### config.mk
export PLATFORM = sky130hd
export DESIGN_NAME = encoder_pd_position_drive_core_flat
export DESIGN_NICKNAME = d
export VERILOG_FILES = /design/src/rtl/core/encpd_pkg.sv /design/src/rtl/core/encpd_in_if.sv /design/src/rtl/core/encpd_out_if.sv /design/src/rtl/core/encoder_pd_position_drive_core.sv /design/src/rtl/core/encpd_cfg_regs.sv /design/src/rtl/core/encpd_pd_calc.sv /design/src/flat_wrapper.sv
export SDC_FILE = /design/constraint.sdc
export NUM_CORES = 2
export LEC_CHECK = 0
export BUFFER_PORTS_ARGS = -buffer_cell sky130_fd_sc_hd__buf_2
export CAP_MARGIN = 5
export CORE_MARGIN = 1
export CORE_UTILIZATION = 55
export CTS_CLUSTER_SIZE = 25
export DETAILED_ROUTE_END_ITERATION = 8
export PLACE_DENSITY = 0.79
export SETUP_SLACK_MARGIN = 0.3
export SLEW_MARGIN = 15
export SYNTH_ARGS = -nofsm -noshare
export SYNTH_HDL_FRONTEND = slang
export SYNTH_SLANG_ARGS = --single-unit
### constraint.sdc
create_clock -name clk_i -period 24.3 [get_ports clk_i]
set_input_delay 4.86 -clock clk_i [delete_from_list [all_inputs] [get_ports clk_i]]
set_output_delay 4.86 -clock clk_i [all_outputs]
set_load 0.005 [all_outputs]
### src/rtl/core/encpd_pkg.sv
// Shared types and constants for the encoder PD position drive.
// No dependencies; imported by every module of the block.
`timescale 1ns / 1ps
`default_nettype none

package encpd_pkg;

  localparam int unsigned CfgIdxW   = 3;
  localparam int unsigned CfgDataW  = 16;
  localparam int unsigned CmdW      = 2;
  localparam int unsigned ValW      = 24;
  localparam int unsigned DutyW     = 8;

  // Command codes carried by an input item; code 3 is unused and changes nothing.
  typedef enum logic [CmdW-1:0] {
    CMD_EDGE    = 2'd0,
    CMD_TICK    = 2'd1,
    CMD_RESTART = 2'd2
  } cmd_e;

  // Configuration register indexes.
  typedef enum logic [CfgIdxW-1:0] {
    REG_TARGET    = 3'd0,
    REG_PROP_GAIN = 3'd1,
    REG_DERIV_GAIN = 3'd2,
    REG_STOP_THR  = 3'd3,
    REG_MIN_DUTY  = 3'd4,
    REG_MAX_DUTY  = 3'd5
  } reg_idx_e;

  localparam logic signed [15:0] TargetRst  = 16'sd799;
  localparam logic [11:0]        PropGainRst = 12'd205;
  localparam logic [11:0]        DerivGainRst = 12'd256;
  localparam logic [7:0]         StopThrRst = 8'd10;
  localparam logic [7:0]         MinDutyRst = 8'd100;
  localparam logic [7:0]         MaxDutyRst = 8'd200;

  localparam int ValMax = 8388607;
  localparam int ValMin = -8388608;

  typedef struct packed {
    logic signed [15:0] target_counts;
    logic [11:0]        prop_gain;
    logic [11:0]        deriv_gain;
    logic [7:0]         stop_threshold;
    logic [7:0]         min_duty;
    logic [7:0]         max_duty;
  } cfg_t;

  // Outcome of one PD step.
  typedef struct packed {
    logic signed [ValW-1:0] err;
    logic signed [ValW-1:0] ctl;
    logic [DutyW-1:0]       duty;
    logic                   stop;
  } pd_res_t;

endpackage

`default_nettype wire

### src/rtl/core/encpd_in_if.sv
// Input channel of the encoder PD position drive: valid/ready plus command payload.
// Depends on nothing.
`timescale 1ns / 1ps
`default_nettype none

interface encpd_in_if;
  logic       valid;
  logic       ready;
  logic [1:0] command;
  logic       phase_b;

  modport source (output valid, output command, output phase_b, input ready);
  modport sink   (input valid, input command, input phase_b, output ready);
endinterface

`default_nettype wire

### src/rtl/core/encpd_out_if.sv
// Result channel of the encoder PD position drive: valid/ready plus drive status.
// Depends on nothing.
`timescale 1ns / 1ps
`default_nettype none

interface encpd_out_if;
  logic               valid;
  logic               ready;
  logic [7:0]         drive_duty;
  logic               dir_forward;
  logic               dir_reverse;
  logic               stopped_flag;
  logic signed [23:0] position;
  logic signed [23:0] control_value;

  modport source (output valid, output drive_duty, output dir_forward, output dir_reverse,
                  output stopped_flag, output position, output control_value,
                  input ready);
  modport sink   (input valid, input drive_duty, input dir_forward, input dir_reverse,
                  input stopped_flag, input position, input control_value,
                  output ready);
endinterface

`default_nettype wire

### src/rtl/core/encoder_pd_position_drive_core.sv
// Encoder PD position drive: counts encoder edges, runs PD steps on ticks, restarts on command, drives duty.
// Each accepted item passes the input register, then the state and result update.
// Throughput: one item per cycle while the result is taken; a stalled result holds the input.
// Reset (rst_ni low, asynchronous): count, last error, stopped flag, duty and control
// value clear; configuration returns to its defaults; both pipeline stages empty.
`timescale 1ns / 1ps
`default_nettype none

module encoder_pd_position_drive_core
  import encpd_pkg::*;
#(
  parameter int unsigned COUNT_WIDTH = 24
) (
  input  wire logic                clk_i,
  input  wire logic                rst_ni,
  input  wire logic                cfg_we_i,
  input  wire logic [CfgIdxW-1:0]  cfg_index_i,
  input  wire logic [CfgDataW-1:0] cfg_wdata_i,
  encpd_in_if.sink                 in_i,
  encpd_out_if.source              out_o
);

  localparam int unsigned PosW = (COUNT_WIDTH > ValW) ? COUNT_WIDTH : ValW;
  localparam logic signed [COUNT_WIDTH-1:0] CntMax = {1'b0, {(COUNT_WIDTH-1){1'b1}}};
  localparam logic signed [COUNT_WIDTH-1:0] CntMin = {1'b1, {(COUNT_WIDTH-1){1'b0}}};
  localparam logic signed [PosW-1:0] PMax = PosW'(ValMax);
  localparam logic signed [PosW-1:0] PMin = PosW'(ValMin);

  cfg_t    cfg;
  pd_res_t pd;

  // Input register stage.
  logic                s1_valid_q, s1_valid_d;
  logic [CmdW-1:0]     s1_cmd_q, s1_cmd_d;
  logic                s1_phase_q, s1_phase_d;

  // Controller state; the result register is this state plus out_valid_q.
  logic signed [COUNT_WIDTH-1:0] count_q, count_d;
  logic signed [ValW-1:0]        prev_err_q, prev_err_d;
  logic                          done_q, done_d;
  logic [DutyW-1:0]              duty_q, duty_d;
  logic signed [ValW-1:0]        ctl_q, ctl_d;
  logic                          out_valid_q, out_valid_d;

  logic advance;  // result register free or being emptied this cycle
  logic step;     // stage-1 item moves into the result register

  logic signed [PosW-1:0] pos_ext;

  encpd_cfg_regs u_cfg (
    .clk_i       (clk_i),
    .rst_ni      (rst_ni),
    .cfg_we_i    (cfg_we_i),
    .cfg_index_i (cfg_index_i),
    .cfg_wdata_i (cfg_wdata_i),
    .cfg_o       (cfg)
  );

  encpd_pd_calc #(
    .COUNT_WIDTH (COUNT_WIDTH)
  ) u_calc (
    .cfg_i      (cfg),
    .count_i    (count_q),
    .prev_err_i (prev_err_q),
    .res_o      (pd)
  );

  // Pipeline flow: a result that is not taken holds, and a full input stage holds with it.
  assign advance    = !out_valid_q || out_o.ready;
  assign step       = s1_valid_q && advance;
  assign in_i.ready = !s1_valid_q || advance;

  always_comb begin
    s1_valid_d = s1_valid_q;
    s1_cmd_d   = s1_cmd_q;
    s1_phase_d = s1_phase_q;
    if (in_i.ready) begin
      s1_valid_d = in_i.valid;
      s1_cmd_d   = in_i.command;
      s1_phase_d = in_i.phase_b;
    end
  end

  // Apply the stage-1 item to the controller state.
  always_comb begin
    count_d     = count_q;
    prev_err_d  = prev_err_q;
    done_d      = done_q;
    duty_d      = duty_q;
    ctl_d       = ctl_q;
    out_valid_d = advance ? s1_valid_q : out_valid_q;
    if (step) begin
      unique case (s1_cmd_q)
        CMD_EDGE: begin
          // Hold at the limits of the count range instead of wrapping.
          if (s1_phase_q) begin
            count_d = (count_q == CntMax) ? count_q : count_q + COUNT_WIDTH'(1);
          end else begin
            count_d = (count_q == CntMin) ? count_q : count_q - COUNT_WIDTH'(1);
          end
        end
        CMD_TICK: begin
          // A tick after the move has finished changes nothing.
          if (!done_q) begin
            prev_err_d = pd.err;
            ctl_d      = pd.ctl;
            duty_d     = pd.duty;
            done_d     = pd.stop;
          end
        end
        CMD_RESTART: begin
          // Drive and control value keep their values.
          count_d    = '0;
          prev_err_d = '0;
          done_d     = 1'b0;
        end
        default: begin
          // Unused command: report the current state.
        end
      endcase
    end
  end

  always_ff @(posedge clk_i or negedge rst_ni) begin
    if (!rst_ni) begin
      s1_valid_q  <= 1'b0;
      out_valid_q <= 1'b0;
      count_q     <= '0;
      prev_err_q  <= '0;
      done_q      <= 1'b0;
      duty_q      <= '0;
      ctl_q       <= '0;
    end else begin
      s1_valid_q  <= s1_valid_d;
      out_valid_q <= out_valid_d;
      count_q     <= count_d;
      prev_err_q  <= prev_err_d;
      done_q      <= done_d;
      duty_q      <= duty_d;
      ctl_q       <= ctl_d;
    end
  end

  always_ff @(posedge clk_i) begin
    s1_cmd_q   <= s1_cmd_d;
    s1_phase_q <= s1_phase_d;
  end

  // Report the count saturated to the 24-bit result range.
  assign pos_ext = PosW'(count_q);

  assign out_o.valid         = out_valid_q;
  assign out_o.drive_duty    = duty_q;
  assign out_o.dir_forward   = (duty_q != '0);
  assign out_o.dir_reverse   = 1'b0;
  assign out_o.stopped_flag  = done_q;
  assign out_o.position      = (pos_ext > PMax) ? ValW'(ValMax) :
                               (pos_ext < PMin) ? ValW'(ValMin) : pos_ext[ValW-1:0];
  assign out_o.control_value = ctl_q;

endmodule

`default_nettype wire

### src/rtl/core/encpd_cfg_regs.sv
// Configuration register file of the encoder PD position drive.
// Depends on encpd_pkg.
`timescale 1ns / 1ps
`default_nettype none

module encpd_cfg_regs
  import encpd_pkg::*;
(
  input  wire logic                clk_i,
  input  wire logic                rst_ni,
  input  wire logic                cfg_we_i,
  input  wire logic [CfgIdxW-1:0]  cfg_index_i,
  input  wire logic [CfgDataW-1:0] cfg_wdata_i,
  output cfg_t                     cfg_o
);

  cfg_t cfg_q, cfg_d;

  always_comb begin
    cfg_d = cfg_q;
    if (cfg_we_i) begin
      unique case (cfg_index_i)
        REG_TARGET:     cfg_d.target_counts  = signed'(cfg_wdata_i);
        REG_PROP_GAIN:  cfg_d.prop_gain      = cfg_wdata_i[11:0];
        REG_DERIV_GAIN: cfg_d.deriv_gain     = cfg_wdata_i[11:0];
        REG_STOP_THR:   cfg_d.stop_threshold = cfg_wdata_i[7:0];
        REG_MIN_DUTY:   cfg_d.min_duty       = cfg_wdata_i[7:0];
        REG_MAX_DUTY:   cfg_d.max_duty       = cfg_wdata_i[7:0];
        default:        cfg_d = cfg_q;  // write beyond the list: drop
      endcase
    end
  end

  always_ff @(posedge clk_i or negedge rst_ni) begin
    if (!rst_ni) begin
      cfg_q.target_counts  <= TargetRst;
      cfg_q.prop_gain      <= PropGainRst;
      cfg_q.deriv_gain     <= DerivGainRst;
      cfg_q.stop_threshold <= StopThrRst;
      cfg_q.min_duty       <= MinDutyRst;
      cfg_q.max_duty       <= MaxDutyRst;
    end else begin
      cfg_q <= cfg_d;
    end
  end

  assign cfg_o = cfg_q;

endmodule

`default_nettype wire

### src/rtl/core/encpd_pd_calc.sv
// PD step: saturated error, control value, stop decision and clamped duty.
// Depends on encpd_pkg.
`timescale 1ns / 1ps
`default_nettype none

module encpd_pd_calc
  import encpd_pkg::*;
#(
  parameter int unsigned COUNT_WIDTH = 24
) (
  input  wire cfg_t                    cfg_i,
  input  wire logic signed [COUNT_WIDTH-1:0] count_i,
  input  wire logic signed [ValW-1:0]  prev_err_i,
  output pd_res_t                      res_o
);

  localparam int unsigned DiffW = ((COUNT_WIDTH > 16) ? COUNT_WIDTH : 16) + 1;
  localparam int unsigned ErrW  = (DiffW > ValW + 1) ? DiffW : ValW + 1;
  localparam int unsigned AccW  = 39;

  localparam logic signed [ErrW-1:0] EMax = ErrW'(ValMax);
  localparam logic signed [ErrW-1:0] EMin = ErrW'(ValMin);
  localparam logic signed [AccW-1:0] AMax = AccW'(ValMax);
  localparam logic signed [AccW-1:0] AMin = AccW'(ValMin);

  logic signed [ErrW-1:0]  diff;
  logic signed [ValW-1:0]  err;
  logic signed [ValW:0]    derr;
  logic signed [36:0]      p_prod;
  logic signed [37:0]      d_prod;
  logic signed [AccW-1:0]  acc;
  logic signed [AccW-1:0]  acc_sh;
  logic signed [ValW-1:0]  ctl;
  logic [ValW-1:0]         mag;
  logic [DutyW-1:0]        duty;

  // Error saturates to the result range before use.
  assign diff = ErrW'(cfg_i.target_counts) - ErrW'(count_i);
  assign err  = (diff > EMax) ? ValW'(ValMax) :
                (diff < EMin) ? ValW'(ValMin) : diff[ValW-1:0];

  assign derr   = (ValW+1)'(err) - (ValW+1)'(prev_err_i);
  assign p_prod = 37'(signed'({1'b0, cfg_i.prop_gain})) * 37'(err);
  assign d_prod = 38'(signed'({1'b0, cfg_i.deriv_gain})) * 38'(derr);
  assign acc    = AccW'(p_prod) + AccW'(d_prod);

  // Arithmetic shift rounds toward minus infinity.
  assign acc_sh = acc >>> 8;
  assign ctl    = (acc_sh > AMax) ? ValW'(ValMax) :
                  (acc_sh < AMin) ? ValW'(ValMin) : acc_sh[ValW-1:0];

  // Magnitude of the most negative value still fits unsigned.
  assign mag = ctl[ValW-1] ? ValW'(-ctl) : ctl;

  always_comb begin
    priority if (mag < ValW'(cfg_i.min_duty)) begin
      duty = cfg_i.min_duty;
    end else if (mag > ValW'(cfg_i.max_duty)) begin
      duty = cfg_i.max_duty;
    end else begin
      duty = mag[DutyW-1:0];
    end
  end

  assign res_o.err  = err;
  assign res_o.ctl  = ctl;
  assign res_o.stop = (mag < ValW'(cfg_i.stop_threshold));
  assign res_o.duty = res_o.stop ? '0 : duty;

endmodule

`default_nettype wire

### src/flat_wrapper.sv
// flat-port wrapper written by rule: the top's interface ports become plain ports
module encoder_pd_position_drive_core_flat import encpd_pkg::*;
#(
  parameter int unsigned COUNT_WIDTH = 24
)
  (clk_i, rst_ni, cfg_we_i, cfg_index_i, cfg_wdata_i, in_i_valid, in_i_command, in_i_phase_b, in_i_ready, out_o_valid, out_o_drive_duty, out_o_dir_forward, out_o_dir_reverse, out_o_stopped_flag, out_o_position, out_o_control_value, out_o_ready);
  encpd_in_if in_i_i ();
  encpd_out_if out_o_i ();
  input  wire logic clk_i;
  input  wire logic rst_ni;
  input  wire logic cfg_we_i;
  input  wire logic [CfgIdxW-1:0] cfg_index_i;
  input  wire logic [CfgDataW-1:0] cfg_wdata_i;
  input wire logic [$bits(in_i_i.valid)-1:0] in_i_valid;
  input wire logic [$bits(in_i_i.command)-1:0] in_i_command;
  input wire logic [$bits(in_i_i.phase_b)-1:0] in_i_phase_b;
  output wire logic [$bits(in_i_i.ready)-1:0] in_i_ready;
  output wire logic [$bits(out_o_i.valid)-1:0] out_o_valid;
  output wire logic [$bits(out_o_i.drive_duty)-1:0] out_o_drive_duty;
  output wire logic [$bits(out_o_i.dir_forward)-1:0] out_o_dir_forward;
  output wire logic [$bits(out_o_i.dir_reverse)-1:0] out_o_dir_reverse;
  output wire logic [$bits(out_o_i.stopped_flag)-1:0] out_o_stopped_flag;
  output wire logic [$bits(out_o_i.position)-1:0] out_o_position;
  output wire logic [$bits(out_o_i.control_value)-1:0] out_o_control_value;
  input wire logic [$bits(out_o_i.ready)-1:0] out_o_ready;
  assign in_i_i.valid = in_i_valid;
  assign in_i_i.command = in_i_command;
  assign in_i_i.phase_b = in_i_phase_b;
  assign in_i_ready = in_i_i.ready;
  assign out_o_valid = out_o_i.valid;
  assign out_o_drive_duty = out_o_i.drive_duty;
  assign out_o_dir_forward = out_o_i.dir_forward;
  assign out_o_dir_reverse = out_o_i.dir_reverse;
  assign out_o_stopped_flag = out_o_i.stopped_flag;
  assign out_o_position = out_o_i.position;
  assign out_o_control_value = out_o_i.control_value;
  assign out_o_i.ready = out_o_ready;
  encoder_pd_position_drive_core #(.COUNT_WIDTH(COUNT_WIDTH)) u_core (.clk_i(clk_i), .rst_ni(rst_ni), .cfg_we_i(cfg_we_i), .cfg_index_i(cfg_index_i), .cfg_wdata_i(cfg_wdata_i), .in_i(in_i_i), .out_o(out_o_i));
endmodule
-- Yosys cells after proc, flatten, opt, wreduce, memory -nomap -nowiden
Index checks and enable logic that the tools add are counted.
Widths: inputs -> output; s select.
- bits in registers: 150
- word-level logic and storage cells: 83
- $mul: 2
- eq/ne operators: 12
- order comparisons: 9
- bitwise logic cells: 1
- multiplexer cells: 18
- reduce and logical (&&, ||, !) cells: 20
- add/sub/neg operators: 6
- operator list (kind ; count):
    $mux 24 ; 11
    $pmux 24 s2 ; 2
    $eq 24x24->1 const B ; 2
    $lt 24x8->1 ; 2
    $add 37x38->39 ; 1
    $mul 13x25->38 ; 1
    $mul 13x24->37 ; 1
    $gt 31x24->1 const B ; 1
    $lt 31x24->1 const B ; 1
    $gt 25x24->1 const B ; 1
    $lt 25x24->1 const B ; 1
    $sub 16x24->25 ; 1
    $sub 24x24->25 ; 1
    $add 24x2->24 const B ; 1
    $gt 24x24->1 const B ; 1
    $gt 24x8->1 ; 1
    $lt 24x24->1 const B ; 1
    $mux 8 ; 3
    $neg 24->24 ; 1
    $sub 24x2->24 const B ; 1
    $reduce_and 2->1 ; 7
    $reduce_bool 8->1 ; 1
    $eq 3x2->1 const B ; 2
    $eq 3x3->1 const B ; 2
    17 further kinds ; 21

-- Logic depth before layout (Yosys ltp)
- depth in word-level cells: 16
- depth in mapped cells: 81
- depth with buffers taken out: 75

-- Modules after synthesis
A second synthesis with hierarchy kept.
- cell total of the unflattened synthesis: 3936
- area, all modules: 34886.0 µm²
- by module, submodules not included (module ; area an instance (µm²) ; cells each ; instances):
    encpd_pd_calc ; 27771.6 ; 3357 ; 1
    encoder_pd_position_drive_core ; 4652.0 ; 440 ; 1
    encpd_cfg_regs ; 2462.4 ; 139 ; 1

-- Worst setup path after synthesis
Ideal clock, no wire load.
- path kind: flip-flop to flip-flop
- from: register u_core.u_cfg.cfg_q, in the netlist u_core.u_cfg.cfg_o[63]
- to: register u_core.duty_q[1] (netlist: u_core.out_o.drive_duty[1])
- required time: 24.168 ns
- library setup time: 0.132 ns
- path slack: 7.194 ns
- stages on the path, launching flop included: 73
- arrival: 16.975 ns
- period minus slack after synthesis: 17.106 ns
- buffers on the path: 9
- cell sequence: dfrtp_1 > ha_1 > a211oi_2 > o21bai_1 > or4_4 > nor4_2 > nor2_1 > clkbuf_1 > nor2_1 > clkbuf_1 > o21ai_0 > inv_1 > ha_1 > inv_1 > fa_1 > a21o_1 > a21oi_1 > o21ai_0 > (+37 left out) > o21ai_0 > clkbuf_1 > a21oi_1 > ha_1 > clkbuf_1 > o21ai_0 > a21oi_1 > o22a_1 > ha_1 > a21o_1 > a21o_1 > a221o_1 > a31oi_1 > and4b_1 > buf_4 > buf_6 > a32oi_1 > o21ai_1
- longest elaborated chain between the ends: 16
- elaborated cells on any way between the ends: 21
- classes of those cells: add/sub (4); mul (2); order compare (7); mux (8)
- ends and longest elaborated chain (what ; RTL line ; RTL):
    start: declaration ; encpd_cfg_regs.sv:17 ; cfg_t cfg_q, cfg_d;
    start signal: assignment ; encpd_cfg_regs.sv:43 ; cfg_q <= cfg_d;
    $sub 16x24->25 (*) ; encpd_pd_calc.sv:38 ; assign diff = ErrW'(cfg_i.target_counts) - ErrW'(count_i);
    $lt 25x24->1 ; encpd_pd_calc.sv:40 ; (diff < EMin) ? ValW'(ValMin) : diff[ValW-1:0];
    $mux 24 ; encpd_pd_calc.sv:40 ;
    $mux 24 (*) ; encpd_pd_calc.sv:39 ; assign err = (diff > EMax) ? ValW'(ValMax) :
    $sub 24x24->25 ; encpd_pd_calc.sv:42 ; assign derr = (ValW+1)'(err) - (ValW+1)'(prev_err_i);
    $mul 13x25->38 ; encpd_pd_calc.sv:44 ; assign d_prod = 38'(signed'({1'b0, cfg_i.deriv_gain})) * 38'(derr);
    $add 37x38->39 (*) ; encpd_pd_calc.sv:45 ; assign acc = AccW'(p_prod) + AccW'(d_prod);
    $lt 31x24->1 ; encpd_pd_calc.sv:50 ; (acc_sh < AMin) ? ValW'(ValMin) : acc_sh[ValW-1:0];
    $mux 24 ; encpd_pd_calc.sv:50 ;
    $mux 24 (*) ; encpd_pd_calc.sv:49 ; assign ctl = (acc_sh > AMax) ? ValW'(ValMax) :
    $neg 24->24 ; encpd_pd_calc.sv:53 ; assign mag = ctl[ValW-1] ? ValW'(-ctl) : ctl;
    $mux 24 (*) ; encpd_pd_calc.sv:53 ;
    $gt 24x8->1 ; encpd_pd_calc.sv:58 ; end else if (mag > ValW'(cfg_i.max_duty)) begin
    $mux 8 ; encpd_pd_calc.sv:58 ;
    $mux 8 ; encpd_pd_calc.sv:56 ; priority if (mag < ValW'(cfg_i.min_duty)) begin
    $mux 8 (*) ; encpd_pd_calc.sv:68 ; assign res_o.duty = res_o.stop ? '0 : duty;
    end signal: assignment ; encoder_pd_position_drive_core.sv:139 ; duty_q <= duty_d;
    end: declaration ; encoder_pd_position_drive_core.sv:41 ; logic [DutyW-1:0] duty_q, duty_d;
Mark *: on every way between the ends. The rest lies on a longest branch, timed or not.
A chain may end at the register's enable or synchronous reset.

-- Worst setup path in the final report
- from: register u_core.u_cfg.cfg_q, in the netlist u_core.u_cfg.cfg_o[63]
- to: register u_core.duty_q[5] (netlist: u_core.out_o.drive_duty[5])
The elaborated chain is that of the path after synthesis.

==> metrics.md <==
| Metric | Value |
|---|---|
| Worst reg-to-reg setup slack | `4.18 ns` |
| CP Max Fanout | `21` |
| Drt via density | `about 6` |
| Via count | `between 20k and 30k` |
| H-tree levels | `4` |
| Synthesized flop and latch total | `150` |
| Synth-to-Final Area Change | `5.61%` |
| DR pass1 iterations | `5` |
| Synth unique cells | `93` |
| Congestion Overflow GR | `0` |
| Max capacitance violation total | `0` |
| Root buffer cell | `clkbuf_16` |
| Total CTS buffers | `17` |
| HPWL Detailed | `just under 80 mm` |
| RSZ-0062 raised after global routing | `false` |
| TritonCTS clock tree | `built` |
| FILL cells | `around 5.3k` |
| Main combinational cell family by area after synthesis | `adder cells` |
| Core region area | `60400 um2` |
| Chip width | `249 um` |
| Final WL | `between 90 and 100 mm` |
| CP required | `between 20 and 25 ns` |
| Starting Density | `55.8%` |
| Place WS | `4.47 ns` |
| First-pass GRT wire length | `156 mm` |
| Post-Synthesis Cell Area | `about 34000 um2` |
| Async SR Flop Fraction | `between 90% and 100%` |
| Wire per inst | `between 20 and 25 um` |
| Sum of negative setup slack | `0 ns` |
| Synth Area in Adders | `45.2%` |
| Max incr delay on CP | `0.96 ns` |
| Compound-Gate Fraction of Synth Area | `11.3%` |
| Hold EP | `u_core.out_o.control_value[21]` |
| Final setup vio count | `0` |
| Mapped Nets | `~4.7k` |
| Worst slew pin tran | `1.25 ns` |
| GR Util All Layers | `around 32%` |
| DIE AREA | `about 62000 um2` |
| Worst R2R Path Depth | `65` |
| Highest Clock Rate | `~0.050 GHz` |
| Slew headroom | `around 16%` |
| WS Path Type | `flop to flop` |
| Share of layout cells above drive strength 1 | `between 8 and 9%` |
| Post-route ant nets | `0` |
| Synthesized netlist cell count | `roughly 3.8k` |
| Vias in the first global route | `28.5k` |
| DRC | `0` |
| Worst Slack Setup Final | `4.18 ns` |
| DR iter-0 viols | `approximately 2.4k` |
| Post-Route Skew | `approximately 0.015 ns` |
| Sequential fraction of the synthesis area | `11.3%` |
| Io pins | `88` |
| Class of the worst hold path | `flop to flop` |
| Hold Fails Final Rpt | `0` |
| Main synth FF type | `dfrtp_1` |
| Worst-skew pair later-pin latency | `~0.46 ns` |
| Min Tclk post-route | `20.12 ns` |
| Largest net degree at the start of global routing | `95` |
| Final Cycle Share | `between 80 and 90%` |
| Commonest non-fill, non-tap cell in the layout | `inv_1` |
| Post_cts resized | `0` |
| Initial antenna violation count | `1` |
| Xor/xnor share of the synthesized area | `2.18%` |
| Die Y | `between 200 and 250 um` |
| Avg Inst Size Synth | `slightly below 9 um2` |
| Mux cell area share after synthesis | `under 10%` |
| R2r endpoint | `u_core.out_o.drive_duty[5]` |
| Synth warn | `0` |
| CTS Sinks | `150` |
| Hold_buf cts | `0` |
| Slowest cell on crit path | `nor2_1` |
| Register area | `3790 um2` |
| Post-synth EDFFs | `3` |
| Hold Path Origin | `u_core.out_o.control_value[21]` |
| Gpl congestion | `1.05` |
| Crit. End Element | `flop` |
| Worst Hold Depth | `1` |
| Status | `finished, final reports clean` |
| Row cnt | `90` |
| Post-Synth Simple-Gate Area | `16.5%` |
| CP Launch Type | `flop` |
| Commonest non-fill, non-tap cells in the layout | `inv_1 (824), fa_1 (610), nand2_1 (427), and2_1 (285), ha_1 (236)` |
| Area of the multi-input gates | `between 20000 and 30000 um2` |
| Crit path top cell by count | `fa_1` |
| CTS max path bufs | `2` |
| R2r startpoint | `u_core.u_cfg.cfg_o[63]` |
| Clock-pin slew on the worst setup and hold paths | `roughly 0.070 ns` |
| Post-CTS Setup Bufs | `0` |
| Fin. max-slew vios | `0` |
| Port Buffer Count | `86` |
| Critical path arrival | `20.43 ns` |
| Nets@finish | `between 4k and 5k` |
critical path, delay by kind of cell (launching register included):
kind / cells / cell delay, ns
compound gates: 30 / 7.16
xor+xnor: 1 / 0.90
fa+ha+maj: 13 / 5.57
buf+inv: 8 / 1.20
flops: 1 / 0.52
simple gates: 13 / 4.58
per-layer routing:
metal	vias up	GRT usage [%]	wire, um
met5	-	0	0
met4	0	12.7	4350
met3	328	6.28	9040
met2	1424	52.0	44600
met1	13500	42.9	38200
li1	12000	-	-
synthesized netlist by cell type, types with 41 or more instances:
master	instances	share of area [%]
o21ai_0	120	1.8
dfrtp_1	126	9.4
ha_1	236	8.8
nand2_1	427	4.8
nor2_1	106	1.2
nor3_1	41	0.61
a21o_1	51	1.1
mux2_2	60	2.0
inv_1	824	9.2
a21oi_1	115	1.7
and2_1	285	5.3
xnor2_1	61	1.6
fa_1	610	36
clkbuf_1	180	2.0
cell type report:
cell class	count	share of cell area [%]
antenna	1	0.00704
clock buffer	17	1.20
clock inverter	15	0.482
inverter	824	8.70
multi-input combinational	2655	73.4
sequential	150	10.7
tap	782	2.75
timing repair buffer	158	2.75
sequential cells by signal, summed over array words and instances, names as in the netlist:
signal,cells
u_core.s1_cmd_q,2
u_core.out_o.stopped_flag,1
u_core.out_o.drive_duty,8
u_core.s1_phase_q,1
u_core.out_o.valid,1
u_core.u_cfg.cfg_o,64
u_core.out_o.control_value,24
u_core.count_q,24
u_core.s1_valid_q,1
u_core.prev_err_q,24
kinds of logic (layout without fill, tap and decap cells):
logic type,after synthesis,after routing
xor gates and xnor gates,83,83
and+or+nand+nor,1087,1087
other,1,2
adders and majority gates,850,850
AOI/OAI and AO/OA,567,567
buffers and inverters,1016,1014
DFF,150,150
muxes,67,67
stage by stage:
stage / std cells / util [%] / cell area (um2) / hold WS (ns)
2_1_floorplan: 3821 / - / 33700 / 0.449
6_report: 4602 / 58.9 / 35500 / 0.484
5_1_grt: 4601 / 58.9 / 35500 / 0.507
3_5_place_dp: 4569 / 57.9 / 34900 / 0.461
4_1_cts: 4601 / 58.9 / 35500 / 0.486
3_3_place_gp: 4569 / 57.9 / 34900 / 0.461
worst max-delay path by stage:
stage / to / from / cells after the start
5_1_grt: u_core.out_o.drive_duty[4] / u_core.u_cfg.cfg_o[63] / 65
3_3_place_gp: u_core.out_o.drive_duty[7] / u_core.u_cfg.cfg_o[63] / 65
2_1_floorplan: u_core.out_o.drive_duty[1] / u_core.u_cfg.cfg_o[63] / 72
6_report: u_core.out_o.drive_duty[5] / u_core.u_cfg.cfg_o[63] / 65
3_5_place_dp: u_core.out_o.drive_duty[5] / u_core.u_cfg.cfg_o[63] / 65
4_1_cts: u_core.out_o.drive_duty[5] / u_core.u_cfg.cfg_o[63] / 65
Power is left out: the tool's default activity adds up to more than one toggle a clock period on the data nets, which glitch-free logic cannot reach.
